--- src/sv/tdpt_pkg.sv ---
// Shared constants and controller/datapath interface types for the prime test.
// Depends on nothing.
`default_nettype none
package tdpt_pkg;
   localparam int WIDTH_DEFAULT = 32;
   localparam int FIRST_DIVISOR = 3;
   localparam int DIVISOR_STEP = 2;
   localparam int LOWEST_PRIME = 2;

   typedef struct packed {
      logic load;
      logic div_init;
      logic div_step;
      logic next_divisor;
   } tdpt_cmd_type;

   typedef struct packed {
      logic below_two;
      logic equals_two;
      logic is_even;
      logic step_last;
      logic rem_zero;
      logic div_in_range;
   } tdpt_status_type;
endpackage
`default_nettype wire

--- src/sv/tdpt_ctrl.sv ---
// Controller: sequences screening, one division per trial divisor, and the result.
// Depends on tdpt_pkg.
`default_nettype none
module tdpt_ctrl (
   input  wire logic                      clock,
   input  wire logic                      reset,
   input  wire logic                      start,
   input  wire tdpt_pkg::tdpt_status_type status,
   output tdpt_pkg::tdpt_cmd_type         cmd,
   output logic                           busy,
   output logic                           rsp_strobe,
   output logic                           rsp_is_prime
);
   import tdpt_pkg::*;

   typedef enum logic [1:0] {
      ST_IDLE,
      ST_SCREEN,
      ST_DIVIDE,
      ST_DECIDE
   } state_type;

   state_type state_ff, state_in;
   logic      strobe_ff, strobe_in;
   logic      prime_ff, prime_in;

   always_comb begin
      state_in  = state_ff;
      strobe_in = 1'b0;
      prime_in  = prime_ff;
      cmd       = '0;
      unique case (state_ff)
         ST_IDLE: begin
            if (start) begin
               cmd.load = 1'b1;
               state_in = ST_SCREEN;
            end
         end
         ST_SCREEN: begin
            priority if (status.below_two) begin
               strobe_in = 1'b1;
               prime_in  = 1'b0;
               state_in  = ST_IDLE;
            end else if (status.equals_two) begin
               strobe_in = 1'b1;
               prime_in  = 1'b1;
               state_in  = ST_IDLE;
            end else if (status.is_even) begin
               strobe_in = 1'b1;
               prime_in  = 1'b0;
               state_in  = ST_IDLE;
            end else begin
               cmd.div_init = 1'b1;
               state_in     = ST_DIVIDE;
            end
         end
         ST_DIVIDE: begin
            cmd.div_step = 1'b1;
            if (status.step_last) begin
               state_in = ST_DECIDE;
            end
         end
         ST_DECIDE: begin
            priority if (!status.div_in_range) begin
               strobe_in = 1'b1;
               prime_in  = 1'b1;
               state_in  = ST_IDLE;
            end else if (status.rem_zero) begin
               strobe_in = 1'b1;
               prime_in  = 1'b0;
               state_in  = ST_IDLE;
            end else begin
               cmd.next_divisor = 1'b1;
               cmd.div_init     = 1'b1;
               state_in         = ST_DIVIDE;
            end
         end
      endcase
   end

   always_ff @(posedge clock) begin
      if (reset) begin
         state_ff  <= ST_IDLE;
         strobe_ff <= 1'b0;
      end else begin
         state_ff  <= state_in;
         strobe_ff <= strobe_in;
      end
      prime_ff <= prime_in;
   end

   assign busy         = (state_ff != ST_IDLE);
   assign rsp_strobe   = strobe_ff;
   assign rsp_is_prime = prime_ff;
endmodule
`default_nettype wire

--- config.mk ---
export PLATFORM = sky130hd
export DESIGN_NAME = tdpt_ctrl
export DESIGN_NICKNAME = d
export VERILOG_FILES = /design/src/sv/tdpt_pkg.sv /design/src/sv/tdpt_ctrl.sv
export SDC_FILE = /design/constraint.sdc
export NUM_CORES = 1
export LEC_CHECK = 0
export ABC_AREA = 0
export BUFFER_PORTS_ARGS = -buffer_cell sky130_fd_sc_hd__buf_2
export CAP_MARGIN = 20
export CORE_AREA = 8 8 45 47
export DETAILED_ROUTE_END_ITERATION = 10
export DIE_AREA = 0 0 53 55
export SYNTH_ARGS = -nofsm -noshare
export SYNTH_HDL_FRONTEND = slang
export SYNTH_SLANG_ARGS = --single-unit
--- constraint.sdc ---
create_clock -name clock -period 2.76 [get_ports clock]
set_input_delay 0.552 -clock clock [delete_from_list [all_inputs] [get_ports clock]]
set_output_delay 0.552 -clock clock [all_outputs]
set_load 0.02 [all_outputs]
## Word level (Yosys, flattened, before mapping)

Cells that the tools add are included.

| storage, ports and cells | value |
|---|---|
| bits of input ports | 9 |
| memory bits (writable) | 0 |
| memory bits (read-only) | 0 |
| bits in latches | 0 |
| bits in registers | 4 |
| memories kept | 0 |

| cells by class | value |
|---|---|
| mux-type cells | 30 |
| multipliers | 0 |
| bitwise gates (word level) | 0 |
| equal/unequal tests | 7 |
| reductions and logical operators | 5 |
| shift-type cells | 0 |
| div/mod/pow operators | 0 |
| magnitude comparators | 0 |
| add/subtract/negate cells | 0 |

Operator list:

| kind | number |
|---|---|
| $mux W1 | 19 |
| $mux W2 | 7 |
| $pmux W2 S4 | 1 |
| $pmux W1 S2 | 3 |
| $eq A2 B2 Y1 const B | 2 |
| $ne A2 B2 Y1 const B | 2 |
| $ne A4 B4 Y1 const B | 1 |
| $reduce_bool A2 Y1 | 2 |
| $ne A3 B3 Y1 const B | 1 |
| $reduce_and A3 Y1 | 1 |
| $eq A2 B1 Y1 const B | 1 |
| $logic_not A2 Y1 | 1 |
| $reduce_and A2 Y1 | 1 |

## Depth between registers and ports, before layout

Gate-level depths: netlist of the first run.

| logic depth | value |
|---|---|
| depth after elaboration | 4 |
| gate-level depth with buffers | 3 |
| mapped depth without buffers | 3 |

## Least setup slack after synthesis of the first run

Ideal clock, no wire load.

| path | value |
|---|---|
| kind | input to output |
| start | in status[4] (netlist name) |
| end | out cmd[2] (netlist name) |
| arrival | 1233 ps |
| path slack | 975 ps |
| stages on the path | 3 |
| path through | nor4_2 a31oi_1 nor2b_1 |

RTL lines:

| element | line | text |
|---|---|---|
| from (decl) | tdpt_ctrl.sv:8 | `input wire tdpt_pkg::tdpt_status_type status,` |
| to (decl) | tdpt_ctrl.sv:9 | `output tdpt_pkg::tdpt_cmd_type cmd,` |

==> flow_summary.yaml, run 1 <==
outcome:
  status: "finished, final reports clean"
detailed_routing:
  finalWirelength_microns: 549
  drt_iter0_drc: 2
  drcViolationCount: 0
  wl_met2_microns: 254
  ant_nets: 0
  wl_met1_microns: 219
  wire_per_inst_microns: 9.150
  highest_layer: "met3"
  num_vias: 231
  met3_length_microns: 75
  drt-pass1-iter-count: 2
  viasPerCell: 3.850
power_and_ir_drop:
  ir_drop_v: 0.0002641
  p_leak_nw: 0.1661
  power_frac_clock_pct: 47.0
  power_frac_seq_pct: 38.3
  netSwitchingPower_mw: 0.04110
  intPower_mw: 0.1290
  cellPowerDensity_nw_per_um2: 503.5
  combPwrFrac_pct: 14.8
  sw_frac_of_total_pct: 24.16
critical_path:
  cp_max_fo: 3
  critPathTopFamily: "simple AND/OR/NAND/NOR gates"
  critPathRequiredTime_ps: 2210
  crit_type: "input pin to primary output"
  cp-start-kind: "input pin"
  crit_arrival_ps: 1330
  crit_path_cell_trace: "buf_2 > nor4_2 > a31oi_1 > nor2b_1 > buf_2"
  critPathMaxStageDelay_ps: 280
  path_buf_inv: 2
  endpoint_kind: "primary output"
  crit_top_cell: "buf_2"
  slowest_stage: "nor4_2"
layout:
  fillers: 162
  fin_nets: 54
  syn_to_final_growth_pct: 56.07
  seq_area_sq_um: 90.09
  multi_input_area_sq_um: 115.1
  drive_above_1_share_pct: 43.18
  diodes: 0
synth:
  ys.flop_type: "dfxtp_1"
  synth.area.top_cells: "dfxtp_1 (28%), edfxtp_1 (14%), nor2b_1 (8.7%)"
  synth_common_cells: "dfxtp_1 (3), inv_1 (3), nor2b_1 (3)"
  ys_ff_latch: 4
  avgSynthCellArea_sq_um: 8.658
  synth_cell_types: 16
  syn_inst: 25
  async_flop_share_pct: 0
  yosysTopAreaCell: "dfxtp_1"
  ys_warn_count: 0
  syn_nets: 34
  synth_edf_count: 1
  synth_seq_area_share_pct: 41.62
  netlist.area_leader.share_pct: 27.75
  syn-cell-area_sq_um: 216.5
min_path:
  hold_class: "input pin to flip-flop"
floorplanning:
  dieArea_sq_um: 2915
  start_util_pct: 15.64
  num_rows: 14
  io_pins: 16
  core_area_sq_um: 1384
  die_y_microns: 55
  die_x_microns: 53
clocking:
  cts_tree: "built"
  clock_path_buffers: 2
  postCtsSetupBuffers: 0
  hold_buffers: 0
  cts_max_level: 1
  clockRootBuffer: "clkbuf_4"
  clkTransAtPathRegs_ps: 30
  insertion_delay_ps: 240
  postCtsResizedCells: 0
  cts_buffers: 3
  clock-sinks: 4
job:
  max_cap_viol_count: 0
grt:
  grt_pass1_wl_microns: 869
  grt_usage_pct: 4.429
  antenna_found_initial: 0
  grt_overflow: 0
  grt_pass1_vias: 235
  grt_max_degree: 9
timing:
  min_period_ps: 1885
  setup_viol: 0
  hold_viol: 0
  whs_ps: 517.8
  drv_slew: 0
  worstMarginPinSlew_ps: 252.9
  fin_skew_ps: 5.870
  slew_headroom_pct: 83.00
  finalSetupTns_ps: 0
  post-route-period-util_pct: 68.31
  rsz0062_at_grt: "no"
  fmax_mhz: 530.4
placed_design:
  portBuffers: 15
  gp_congestion: 0.6654
  dp_hpwl_microns: 478
-- sequential cells by signal, summed over array words and instances (netlist names) --
name          count
rsp_is_prime      1
state_ff          2
rsp_strobe        1
-- power by group through the flow --
| stage | logic [mW] | clock network [mW] | registers (mW) |
|---|---|---|---|
| after global placement | 0.0254 | 0 | 0.0661 |
| after global routing | 0.0276 | 0.0921 | 0.0654 |
| final | 0.0251 | 0.0799 | 0.0651 |
| after CTS | 0.0257 | 0.0849 | 0.0651 |
| after floorplan | 0.0121 | 0 | 0.0673 |
| after detailed placement | 0.0256 | 0 | 0.0661 |
-- placed cells by master (no fill, tap or decap), types with 2 or more instances in the layout --
master | netlist | final
inv_1 | 3 | 3
nor2_1 | 2 | 2
nand2_1 | 2 | 2
nor2b_1 | 3 | 3
and2_1 | 2 | 2
dfxtp_1 | 3 | 3
clkbuf_4 | 0 | 3
buf_2 | 0 | 15
-- worst reg2reg max path, stage by stage, from the launching register on --
cell,delay (ps)
dfxtp_1,370
nor4_2,330
a31oi_1,100
and2_1,180
-- through the flow --
stage	utilization, %	std cells	power (mW)	cell area, sq um	worst slack [ps]
floorplan	-	25	0.07931	216.5	975.3
detailed placement	22.51	56	0.09171	311.5	848.5
CTS	24.41	60	0.1757	337.8	849.0
global route	24.41	60	0.1851	337.8	725.0
global placement	22.51	56	0.09149	311.5	849.1
finish	24.41	60	0.1701	337.8	874.6
-- final timing paths --
kind | from | endpoint | slack (ps) | depth (start not counted)
worst min-delay path | reset | state_ff[0]$_SDFFE_PP0P_ | 520 | 2
worst max-delay path | status[4] | cmd[2] | 870 | 5
worst min register to register | state_ff[0]$_SDFFE_PP0P_ | state_ff[0]$_SDFFE_PP0P_ | 550 | 1
worst max register to register | state_ff[1]$_SDFFE_PP0P_ | rsp_is_prime$_DFFE_PP_ | 1550 | 3
-- cell type report --
cell class	count	share of cell area [%]
Tap cell	16	5.926
Multi-Input combinational cell	18	34.07
Sequential cell	4	26.67
Inverter	3	3.333
Timing Repair Buffer	15	22.22
Clock buffer	4	7.778
-- routing by layer --
layer | vias to the layer above | GRT usage, %
met5 | - | 0
met4 | 0 | 1.293
met3 | 0 | 5.882
met2 | 12 | 6.641
met1 | 97 | 3.349
li1 | 122 | -
-- kinds of logic (layout without fill, tap and decap cells) --
logic type	count (synthesis)	count (layout)	synth area share, %
muxes	1	1	4.624
AOI/OAI and AO/OA	3	3	9.826
and+or+nand+nor	14	14	38.73
buffers and inverters	3	22	5.202
DFF	4	4	41.62
Note: power is estimated with default switching activity, not from simulation.
==> run 2, diff against run 1 <==
==> constraint.sdc (replaced) <==
create_clock -name clock -period 1.55 [get_ports clock]
set_input_delay 0.31 -clock clock [delete_from_list [all_inputs] [get_ports clock]]
set_output_delay 0.31 -clock clock [all_outputs]
set_load 0.02 [all_outputs]
==> flow_summary.yaml, run 2 (same netlist as run 1, synthesis figures left out) <==
outcome:
  status: "finished, final reports clean"
detailed_routing:
  wire_per_inst_microns: 9.541
  viasPerCell: 3.852
  drt-pass1-iter-count: 1
  finalWirelength_microns: 582
  drcViolationCount: 0
  drt_iter0_drc: 0
  num_vias: 235
  ant_nets: 0
critical_path:
  r2r-end: "rsp_is_prime$_DFFE_PP_"
  r2r_cells: 3
  cp_max_fo: 6
  r2r_slack_ps: 470
  cp-start-kind: "flip-flop"
  critPathRequiredTime_ps: 1240
  crit_arrival_ps: 1160
  worstSetupEndpoint: "cmd[3]"
  r2r_start: "state_ff[1]$_SDFFE_PP0P_"
  endpoint_kind: "primary output"
  startpoint: "state_ff[1]$_SDFFE_PP0P_"
  crit_type: "flip-flop to primary output"
timing:
  whs_ps: 277.9
  worstMarginPinSlew_ps: 203.1
  min_period_ps: 1467
  hold_viol: 0
  setup_viol: 0
  post-route-period-util_pct: 94.65
  rsz0062_at_grt: "no"
  drv_slew: 0
  fmax_mhz: 681.6
  finalSetupTns_ps: 0
  slew_headroom_pct: 86.36
  fin_skew_ps: 7.334
grt:
  grt_overflow: 0
  antenna_found_initial: 0
  grt_max_degree: 9
  grt_usage_pct: 4.926
  grt_pass1_vias: 250
  grt_pass1_wl_microns: 986
power_and_ir_drop:
  power_mw: 0.3051
  cellPowerDensity_nw_per_um2: 852.6
  p_leak_nw: 0.1734
  intPower_mw: 0.2324
  power_frac_seq_pct: 37.9
  ir_drop_v: 0.0004700
  combPwrFrac_pct: 16.3
  sw_frac_of_total_pct: 23.83
  netSwitchingPower_mw: 0.07270
  power_frac_clock_pct: 45.7
layout:
  drive_above_1_share_pct: 46.67
  final_cell_mix: "buf_2 (14), nor2b_1 (3), inv_1 (3), clkbuf_4 (3)"
  final_common_cell: "buf_2"
  seq_area_sq_um: 91.34
  post-route-util_pct: 25.86
  multi_input_area_sq_um: 123.9
  fillers: 155
  fin_nets: 55
  stdcell_area_sq_um: 357.8
  diodes: 0
  syn_to_final_growth_pct: 65.32
  largest_reg_flops: 2
  largest-register: "state_ff"
clocking:
  clockRootBuffer: "clkbuf_4"
  clock_path_buffers: 2
  cts_max_level: 1
  insertion_delay_ps: 240
  clkTransAtPathRegs_ps: 30
  postCtsSetupBuffers: 0
  cts_buffers: 3
  cts_tree: "built"
  clock-sinks: 4
floorplanning:
  num_rows: 14
  io_pins: 16
  die_y_microns: 55
  start_util_pct: 15.64
  core_area_sq_um: 1384
  die_x_microns: 53
  dieArea_sq_um: 2915
placed_design:
  place_area_sq_um: 319.1
  portBuffers: 15
  gp_congestion: 0.6549
min_path:
  hold_class: "input pin to flip-flop"
  hp-start: "reset"
job:
  max_cap_viol_count: 0
run 2: cell count changes in the layout (fill, tap and decap cells not counted), sizes merged:
cell and change:
buf +1
run 2: how the worst min path moves through the flow:
stage / endpoint / slack [ps] / cells after the start
floorplan: state_ff[0]$_SDFFE_PP0P_ / 390 / 1
global placement: state_ff[0]$_SDFFE_PP0P_ / 510 / 2
detailed placement: state_ff[0]$_SDFFE_PP0P_ / 520 / 2
CTS: state_ff[0]$_SDFFE_PP0P_ / 270 / 2
global route: state_ff[0]$_SDFFE_PP0P_ / 270 / 2
finish: state_ff[0]$_SDFFE_PP0P_ / 280 / 2
run 2: stage by stage:
stage,worst slack (ps),std cells
floorplan,180.6,25
global placement,142.8,57
detailed placement,122.8,57
CTS,51.15,61
global route,14.75,61
finish,82.89,61
run 2: worst max-delay path: stages, from the launching register on:
cell,delay [ps]
dfxtp_2,320
buf_4,150
or2_1,220
nor2_1,90
buf_4,140
run 2: what timing repair did:
action | CTS | global route
hold buffers | 0 | 0
pin swaps | 1 | 0
setup endpoints to repair | 1 | 1
gates resized for setup | 0 | 3
run 2: routing by layer:
| layer | track usage (%) | part of all wire [%] |
|---|---|---|
| met1 | 4.275 | 40 |
| met3 | 5.882 | 13 |
| met4 | 0 | 0 |
| met2 | 7.813 | 47 |
| met5 | 0 | 0 |
run 2: cell type report:
| cell class | instances | area share, % |
|---|---|---|
| clock buffers | 4 | 7.343 |
| inverters | 3 | 3.147 |
| multi-input cells | 18 | 34.62 |
| flip-flops and latches | 4 | 25.52 |
| well taps | 16 | 5.594 |
| repair buffers | 16 | 23.78 |
run 2: power by group through the flow:
stage / Sequential (mW) / Combinational, mW / Clock (mW)
after CTS: 0.116 / 0.0474 / 0.147
after detailed placement: 0.117 / 0.0471 / 0
after floorplan: 0.120 / 0.0215 / 0
after global routing: 0.116 / 0.0547 / 0.161
after global placement: 0.117 / 0.0467 / 0
final: 0.116 / 0.0499 / 0.140
==> run 3, diff against run 2 <==
--- a/config.mk
+++ b/config.mk
@@ -11,6 +11,7 @@
 export CORE_AREA = 8 8 45 47
 export DETAILED_ROUTE_END_ITERATION = 10
 export DIE_AREA = 0 0 53 55
+export RECOVER_POWER = 25
 export SYNTH_ARGS = -nofsm -noshare
 export SYNTH_HDL_FRONTEND = slang
 export SYNTH_SLANG_ARGS = --single-unit
==> constraint.sdc (replaced) <==
create_clock -name clock -period 1.7 [get_ports clock]
set_input_delay 0.34 -clock clock [delete_from_list [all_inputs] [get_ports clock]]
set_output_delay 0.34 -clock clock [all_outputs]
set_load 0.02 [all_outputs]
==> flow_summary.yaml, run 3 (same netlist as run 1, synthesis figures left out) <==
critical_path:
  crit_type: "input pin to primary output"
  r2r_slack_ps: 620
  r2r_start: "state_ff[1]$_SDFFE_PP0P_"
  cp-start-kind: "input pin"
  crit_arrival_ps: 1130
  r2r-end: "rsp_is_prime$_DFFE_PP_"
  critPathRequiredTime_ps: 1360
  r2r_cells: 3
  endpoint_kind: "primary output"
  cp_max_fo: 3
clocking:
  cts_max_level: 1
  hold_buffers: 0
  clkTransAtPathRegs_ps: 30
  clock-sinks: 4
  clockRootBuffer: "clkbuf_4"
  insertion_delay_ps: 240
  clock_path_buffers: 2
  cts_buffers: 3
  cts_tree: "built"
grt:
  grt_max_degree: 9
  grt_overflow: 0
  grt_usage_pct: 4.926
  grt_pass1_vias: 243
  grt_pass1_wl_microns: 972
  antenna_found_initial: 0
min_path:
  min_to: "state_ff[0]$_SDFFE_PP0P_"
  holdPathStages: 2
  hold_class: "input pin to flip-flop"
  hp-start: "reset"
power_and_ir_drop:
  p_leak_nw: 0.1664
  cellPowerDensity_nw_per_um2: 792.3
  power_mw: 0.2756
  ir_drop_v: 0.0004351
layout:
  final_cell_mix: "buf_2 (15), nor2b_1 (3), inv_1 (3), clkbuf_4 (3)"
  largest-register: "state_ff"
  syn_to_final_growth_pct: 60.69
  drive_above_1_share_pct: 45.45
  largest_reg_flops: 2
  diodes: 0
  final_common_cell: "buf_2"
  fillers: 161
  fin_nets: 54
placed_design:
  dp_hpwl_microns: 509.9
  portBuffers: 15
  gp_congestion: 0.6234
timing:
  setup_viol: 0
  slew_headroom_pct: 84.62
  worstMarginPinSlew_ps: 230.3
  post-route-period-util_pct: 86.74
  finalSetupTns_ps: 0
  fin_skew_ps: 8.710
  rsz0062_at_grt: "no"
  hold_viol: 0
  fmax_mhz: 678.2
  drv_slew: 0
  min_period_ps: 1475
detailed_routing:
  viasPerCell: 4.017
  drt-pass1-iter-count: 2
  drcViolationCount: 0
  wire_per_inst_microns: 9.900
  num_vias: 241
  drt_iter0_drc: 1
  finalWirelength_microns: 594
  ant_nets: 0
floorplanning:
  die_y_microns: 55
  io_pins: 16
  dieArea_sq_um: 2915
  num_rows: 14
  core_area_sq_um: 1384
  start_util_pct: 15.64
  die_x_microns: 53
job:
  max_cap_viol_count: 0
outcome:
  status: "finished, final reports clean"
## run 3: cell types whose count changed in the layout (fill, tap and decap cells not counted)
cell and delta:
buf_4 -2, and2_0 +1, and2_1 -1, buf_2 +1
## run 3: final cells by class
type                            count  area [sq um]  area share, %
Timing Repair Buffer               15         75.07          21.58
Sequential cell                     4         91.34          26.26
Tap cell                           16         20.02          5.755
Multi-Input combinational cell     18         123.9          35.61
Clock buffer                        4         26.28          7.554
Inverter                            3         11.26          3.237
## run 3: stage by stage
step                util, %  setup WS, ps  hold slack, ps  std cells  instance area (sq um)
floorplan                 -         300.6           416.8         25                  216.5
global placement      22.51         187.2           542.7         56                  311.5
detailed placement    22.51         181.4           546.9         56                  311.5
CTS                   24.41         108.2           302.6         60                  337.8
global route          25.14         67.14           299.2         60                  347.8
finish                25.14         225.4           309.2         60                  347.8
## run 3: worst max path at each step
stage	from	endpoint	slack, ps	cells after the start
after floorplan	state_ff[1]$_SDFFE_PP0P_	cmd[2]	300	3
after global placement	status[4]	cmd[2]	190	5
after detailed placement	status[4]	cmd[2]	180	5
after CTS	state_ff[1]$_SDFFE_PP0P_	cmd[2]	110	4
after global routing	state_ff[1]$_SDFFE_PP0P_	cmd[2]	70	4
final	status[5]	cmd[2]	230	5
## run 3: report_power, final
| part | total [mW] | internal (mW) | switching, mW |
|---|---|---|---|
| Combinational | 0.0433 | 0.0199 | 0.0234 |
| Sequential | 0.106 | 0.102 | 0.00398 |
| Clock | 0.126 | 0.0879 | 0.0379 |
## run 3: timing repair
| action | CTS | global route |
|---|---|---|
| setup endpoints to repair | 1 | 1 |
| resized for setup | 0 | 2 |
| buffers inserted | 0 | 0 |
| pin swaps | 1 | 0 |
## run 3: critical path, stage by stage
cell and delay, ps:
buf_2 120, nor4_4 290, a31oi_1 90, nor2b_1 130, buf_2 170
## run 3: layer usage
metal  part of all wire (%)  global-route usage [%]
met5                      0                       0
met4                      0                       0
met3                     12                   5.882
met2                     48                   8.594
met1                     40                   3.664
